File: config.mk
export PLATFORM = sky130hd
export DESIGN_NAME = plc_ctrl
export DESIGN_NICKNAME = d
export VERILOG_FILES = /design/src/sv/plc_pkg.sv /design/src/sv/plc_ctrl.sv
export SDC_FILE = /design/constraint.sdc
export NUM_CORES = 1
export LEC_CHECK = 0
export ABC_AREA = 1
export BUFFER_PORTS_ARGS = -buffer_cell sky130_fd_sc_hd__buf_2
export CORE_MARGIN = 2
export CORE_UTILIZATION = 55
export CTS_BUF_LIST = sky130_fd_sc_hd__clkbuf_4 sky130_fd_sc_hd__clkbuf_8
export CTS_CLUSTER_DIAMETER = 40
export CTS_CLUSTER_SIZE = 28
export DETAILED_ROUTE_END_ITERATION = 8
export PLACE_DENSITY = 0.8
export SETUP_SLACK_MARGIN = 0.05
export SLEW_MARGIN = 20
export SYNTH_ARGS = -nofsm -noshare
export SYNTH_HDL_FRONTEND = slang
export SYNTH_SLANG_ARGS = --single-unit
File: constraint.sdc
create_clock -name clk -period 6.3 [get_ports clk]
set_input_delay 0.63 -clock clk [delete_from_list [all_inputs] [get_ports clk]]
set_output_delay 0.63 -clock clk [all_outputs]
set_load 0.02 [all_outputs]
File: src/sv/plc_pkg.sv
// Shared types and constants for the polynomial linear convolution block.
`timescale 1ns / 1ps
package plc_pkg;
  localparam int MaxTerms = 32;
  localparam int AccWords = 2 * MaxTerms - 1;
  localparam int CoeffW = 63;
  localparam int IdxW = $clog2(MaxTerms);
  localparam int AccIdxW = $clog2(AccWords);
  localparam int BitCntW = 6;
  localparam logic [CoeffW-1:0] ModReset = 63'd65537;

  typedef enum logic [2:0] {
    ST_LOAD,
    ST_CLEAR,
    ST_FETCH,
    ST_MUL,
    ST_ACC,
    ST_EMIT
  } plc_state_t;

  typedef struct packed {
    logic             load;
    logic             clr;
    logic             fetch;
    logic             mul_start;
    logic             acc_wr;
    logic             emit;
    logic [IdxW-1:0]  i;
    logic [IdxW-1:0]  j;
    logic [AccIdxW-1:0] k;
  } plc_cmd_t;

  typedef struct packed {
    logic mul_done;
    logic out_busy;
  } plc_sts_t;
endpackage

File: src/sv/plc_ctrl.sv
// Sequencer for load, clear, multiply-accumulate and emit phases.
`timescale 1ns / 1ps
module plc_ctrl
  import plc_pkg::*;
(
  input  logic               clk,
  input  logic               rst_n,
  input  logic               in_valid,
  output logic               in_ready,
  input  logic               in_last,
  output logic [IdxW-1:0]    load_pos,
  output logic [AccIdxW-1:0] last_idx,
  output plc_cmd_t           cmd,
  input  plc_sts_t           sts
);
  plc_state_t state_r, state_nxt;
  logic [IdxW-1:0] cnt_r, cnt_nxt, nm1_r, nm1_nxt, i_r, i_nxt, j_r, j_nxt;
  logic [AccIdxW-1:0] k_r, k_nxt;
  logic fin;

  assign load_pos = cnt_r;
  assign last_idx = AccIdxW'({nm1_r, 1'b0});
  assign fin = in_last || (cnt_r == IdxW'(MaxTerms - 1));

  always_comb begin
    state_nxt = state_r;
    cnt_nxt = cnt_r; nm1_nxt = nm1_r; i_nxt = i_r; j_nxt = j_r; k_nxt = k_r;
    unique case (state_r)
      ST_LOAD: begin
        if (in_valid) begin
          cnt_nxt = cnt_r + 1'b1;
          if (fin) begin
            nm1_nxt = cnt_r; cnt_nxt = '0; k_nxt = '0; state_nxt = ST_CLEAR;
          end
        end
      end
      ST_CLEAR: begin
        k_nxt = k_r + 1'b1;
        if (k_r == last_idx) begin
          i_nxt = '0; j_nxt = '0; k_nxt = '0; state_nxt = ST_FETCH;
        end
      end
      ST_FETCH: state_nxt = ST_MUL;
      ST_MUL: if (sts.mul_done) state_nxt = ST_ACC;
      ST_ACC: begin
        state_nxt = ST_FETCH;
        if (j_r == nm1_r) begin
          j_nxt = '0;
          if (i_r == nm1_r) begin
            k_nxt = '0; state_nxt = ST_EMIT;
          end else begin
            i_nxt = i_r + 1'b1;
          end
        end else begin
          j_nxt = j_r + 1'b1;
        end
        if (state_nxt == ST_FETCH) k_nxt = AccIdxW'(i_nxt) + AccIdxW'(j_nxt);
      end
      ST_EMIT: begin
        if (!sts.out_busy) begin
          k_nxt = k_r + 1'b1;
          if (k_r == last_idx) state_nxt = ST_LOAD;
        end
      end
      default: state_nxt = ST_LOAD;
    endcase
  end

  always_comb begin
    cmd = '0;
    cmd.i = i_r; cmd.j = j_r; cmd.k = k_r;
    in_ready = 1'b0;
    unique case (state_r)
      ST_LOAD: begin
        in_ready = 1'b1;
        cmd.load = in_valid;
      end
      ST_CLEAR: cmd.clr = 1'b1;
      ST_FETCH: cmd.fetch = 1'b1;
      ST_MUL:   cmd.mul_start = 1'b1;
      ST_ACC:   cmd.acc_wr = 1'b1;
      ST_EMIT:  cmd.emit = !sts.out_busy;
      default: ;
    endcase
  end

  always_ff @(posedge clk) begin
    if (!rst_n) begin
      state_r <= ST_LOAD;
      cnt_r <= '0;
    end else begin
      state_r <= state_nxt;
      cnt_r <= cnt_nxt;
    end
  end

  always_ff @(posedge clk) begin
    nm1_r <= nm1_nxt; i_r <= i_nxt; j_r <= j_nxt; k_r <= k_nxt;
  end
endmodule

==> impl_metrics.prom <==
# TYPE chip_impl_metric gauge
chip_impl_metric{name="first_global_vias",unit=""} 1678
chip_impl_metric{name="detailroute.via_count",unit=""} 1785
chip_impl_metric{name="fin_skew",unit="ns"} 0.0174
chip_impl_metric{name="max_freq",unit="MHz"} 345
chip_impl_metric{name="drt_iter0_markers",unit=""} 107
chip_impl_metric{name="finalHoldViolCount",unit=""} 0
chip_impl_metric{name="cellLeakagePower",unit="uW"} 0.00114
chip_impl_metric{name="cts_hold_buf",unit=""} 0
chip_impl_info{name="worstReg2RegEnd",value="k_r[4]"} 1
chip_impl_metric{name="worst_pin_slew",unit="ns"} 0.930
chip_impl_metric{name="drt-wirelength-per-cell",unit="um"} 12.8
chip_impl_metric{name="synth-async-reset-ratio",unit="%"} 0
chip_impl_metric{name="slew_headroom",unit="%"} 37.6
chip_impl_info{name="synth_top_flop_cell",value="edfxtp_1"} 1
chip_impl_metric{name="ys_warn_count",unit=""} 0
chip_impl_metric{name="timing.reg2reg.setup_slack",unit="ns"} 3.40
chip_impl_metric{name="min_period_over_period",unit="%"} 46.0
chip_impl_metric{name="synth.ff_latch_count",unit=""} 29
chip_impl_metric{name="cpPeakStageDelay",unit="ns"} 0.53
chip_impl_metric{name="timing.critical_path.required",unit="ns"} 6.36
chip_impl_metric{name="share_of_layout_cells_above_drive_strength_1",unit="%"} 20.3
chip_impl_metric{name="drt_wl_total",unit="mm"} 4.51
chip_impl_metric{name="finalCriticalPeriod",unit="ns"} 2.90
chip_impl_info{name="critPathKind",value="reg2reg"} 1
chip_impl_info{name="yosys.cell_count.top_type",value="nand2_1"} 1
chip_impl_metric{name="n_antenna_cell",unit=""} 0
chip_impl_metric{name="cts.reportedPaths.clkPinSlew",unit="ns"} 0.11
chip_impl_metric{name="syn_avg_cell_area",unit="um^2"} 7.66
chip_impl_metric{name="synthesis.instances",unit=""} 262
chip_impl_info{name="cts_root_buf",value="clkbuf_4"} 1
chip_impl_metric{name="hold_path_stages",unit=""} 0
chip_impl_metric{name="design.core.area",unit="mm^2"} 0.00342
chip_impl_metric{name="totalNegativeSetupSlack",unit="ns"} 0
chip_impl_info{name="cpMaxStageDelayCell",value="edfxtp_1"} 1
chip_impl_info{name="critical_path.cell_chain",value="nand2_1 -> nand2_1 -> nor2_1 -> nand2_1 -> nor2_4 -> inv_4 -> nor2_8 -> xnor2_1 -> inv_1 -> ha_1 -> inv_1 -> fa_1 -> nor2_1 -> o21ai_0 -> nand2_1 -> xor2_1 -> o22ai_1"} 1
chip_impl_metric{name="portBuffers",unit=""} 38
chip_impl_info{name="hold-path-endpoint",value="nm1_r[4]"} 1
chip_impl_info{name="tritoncts",value="built"} 1
chip_impl_metric{name="dieHeight",unit="um"} 64.4
chip_impl_info{name="ys_top_cells_by_area",value="edfxtp_1, nand2_1, inv_1, dfxtp_1, ha_1"} 1
chip_impl_metric{name="post-dp-hpwl",unit="mm"} 3.45
chip_impl_metric{name="cts_buffers",unit=""} 5
chip_impl_metric{name="final_design_utilization",unit="%"} 68.3
chip_impl_metric{name="synthesis.nets",unit=""} 279
chip_impl_info{name="cp-start-kind",value="flop"} 1
chip_impl_metric{name="fillers",unit=""} 287
chip_impl_metric{name="path_max_fanout",unit=""} 8
chip_impl_metric{name="maximum_number_of_pins_on_one_net_before_global_route_repair",unit=""} 12
chip_impl_metric{name="grt_first_pass_wirelength",unit="mm"} 7.57
chip_impl_metric{name="numClockSinks",unit=""} 29
chip_impl_metric{name="post_synth_design_cell_area",unit="mm^2"} 0.00201
chip_impl_metric{name="post_cts_resized",unit=""} 0
chip_impl_metric{name="area_growth_syn_to_layout",unit="%"} 16.2
chip_impl_info{name="min_path_type",value="reg2reg"} 1
chip_impl_metric{name="first_pass_iteration_count_of_the_detailed_router",unit=""} 4
chip_impl_metric{name="clockBufferDepth",unit=""} 2
chip_impl_metric{name="sequential_to_total_area_share_from_yosys_stat",unit="%"} 39.4
chip_impl_metric{name="drc_violations_left",unit=""} 0
chip_impl_metric{name="top_level_ports",unit=""} 40
chip_impl_metric{name="power.density_cell_area",unit="mW/mm^2"} 308
chip_impl_metric{name="grt_overflow",unit=""} 0
chip_impl_metric{name="ff2ff_path_depth",unit=""} 17
chip_impl_metric{name="initial_utilization",unit="%"} 58.8
chip_impl_metric{name="die-area",unit="mm^2"} 0.00415
chip_impl_info{name="netlist_top_cells_count",value="nand2_1, inv_1, nor2_1"} 1
chip_impl_metric{name="synth_cell_types",unit=""} 31
chip_impl_info{name="rr_startpoint",value="nm1_r[0]"} 1
chip_impl_metric{name="clock_latency",unit="ns"} 0.34
chip_impl_metric{name="timing.final.setup_violations",unit=""} 0
chip_impl_metric{name="gr-usage-all-layers",unit="%"} 24.0
chip_impl_metric{name="worstPathArrival",unit="ns"} 2.96
chip_impl_metric{name="htreeDepth",unit=""} 2
chip_impl_info{name="yosys.area.top_type",value="edfxtp_1"} 1
chip_impl_metric{name="synth_largest_type_area_fraction",unit="%"} 31.4
chip_impl_info{name="critPathLaunch",value="nm1_r[0]"} 1
chip_impl_metric{name="finalNetCount",unit=""} 322
chip_impl_metric{name="post-cts-setup-buffers",unit=""} 0
chip_impl_metric{name="antenna_violations_before_repair",unit=""} 0
chip_impl_metric{name="ir_worst_vdd",unit="mV"} 0.195
chip_impl_metric{name="route.detailed.vias_per_inst",unit=""} 5.07
chip_impl_metric{name="finalMaxSlewViolations",unit=""} 0
chip_impl_metric{name="rows",unit=""} 21
chip_impl_info{name="cpMostUsedCell",value="nand2_1"} 1
chip_impl_metric{name="drtAntennaViolNets",unit=""} 0
chip_impl_info{name="grt_setup_unrepaired",value="no"} 1
chip_impl_info{name="worst_setup_path_end_kind",value="flop"} 1
chip_impl_metric{name="maxCapViolCount",unit=""} 0
chip_impl_metric{name="width_of_the_die",unit="um"} 64.4
chip_impl_metric{name="synth_enable_flop_cells",unit=""} 21
chip_impl_metric{name="gp_routability_congestion",unit=""} 0.927
chip_impl_info{name="outcome",value="complete, no violations"} 1
chip_impl_info{name="hold_start",value="load_pos[4]"} 1
## routing by layer
| metal | vias to the layer above | global-route usage, % | wire, um |
|---|---|---|---|
| met5 | - | 0 | 0 |
| met4 | 0 | 8.78 | 103 |
| met3 | 11 | 4.17 | 282 |
| met2 | 64 | 41.4 | 2170 |
| met1 | 799 | 30.1 | 1950 |
| li1 | 911 | - | - |
## area by class of cell
cell class / count / area, um^2 / share of cell area, %
multi-input cells: 181 / 1010 / 43.4
repair buffers: 38 / 190 / 8.15
well taps: 46 / 57.6 / 2.47
flip-flops and latches: 29 / 791 / 33.9
clock inverters: 2 / 37.5 / 1.61
clock buffers: 6 / 51.3 / 2.20
inverters: 50 / 193 / 8.26
## placed cells by master (no fill, tap or decap), types with 2 or more instances in the layout
| cell | n |
|---|---|
| nor2_2 | 2 |
| nand2_1 | 67 |
| nor2_4 | 2 |
| nand2_2 | 2 |
| o22ai_1 | 4 |
| ha_1 | 10 |
| o21ai_0 | 10 |
| clkbuf_4 | 5 |
| inv_1 | 44 |
| xor2_1 | 12 |
| inv_4 | 2 |
| inv_2 | 4 |
| dfxtp_1 | 8 |
| edfxtp_1 | 21 |
| xnor2_1 | 8 |
| a21oi_1 | 8 |
| nor2_1 | 27 |
| o21ai_1 | 2 |
| buf_2 | 38 |
| nand3_1 | 14 |
| nor3_1 | 3 |
## where the power goes
part           leakage (uW)  switching [uW]  internal, uW  total (uW)
sequential         0.000249            42.1           243         286
clock             0.0000445            68.9          94.3         163
combinational      0.000848             176          93.4         269
## metrics by stage
stage | hold slack (ns) | cell area (um^2) | std cells | setup WS (ns) | total power, uW
floorplan | 0.478 | 2010 | 262 | 3.66 | 478
global placement | 0.484 | 2240 | 344 | 3.52 | 551
detailed placement | 0.480 | 2240 | 344 | 3.44 | 555
CTS | 0.501 | 2330 | 352 | 3.42 | 719
global route | 0.523 | 2330 | 352 | 3.16 | 770
finish | 0.492 | 2330 | 352 | 3.40 | 718
## worst max-delay path, delay by kind of cell (launching register included)
kind / cells / cell delay (ns)
xor+xnor: 2 / 0.25
simple gates: 8 / 0.90
flops: 1 / 0.53
buf+inv: 3 / 0.21
fa+ha+maj: 2 / 0.54
compound gates: 2 / 0.20
## cell families after synthesis
logic type               after synthesis  synth area share [%]
XOR/XNOR                              20                  8.72
AND/OR/NAND/NOR                      121                  26.1
flip-flops                            29                  39.4
other                                  1                 0.187
buffers and inverters                 52                  10.2
adder cells (fa/ha/maj)               11                  7.23
AO/OA/AOI/OAI                         28                  8.22
## worst max path at each step
stage,endpoint,slack [ns],cells past startpoint
detailed placement,k_r[4],3.44,17
finish,k_r[4],3.40,17
CTS,k_r[4],3.42,17
floorplan,k_r[4],3.66,17
global placement,k_r[4],3.52,17
global route,k_r[4],3.16,18
## registers in the layout, summed over array words and instances (netlist names)
name      cells
k_r           6
i_r           5
j_r           5
load_pos      5
nm1_r         5
state_r       3
Power figures use the tool's default switching activity.
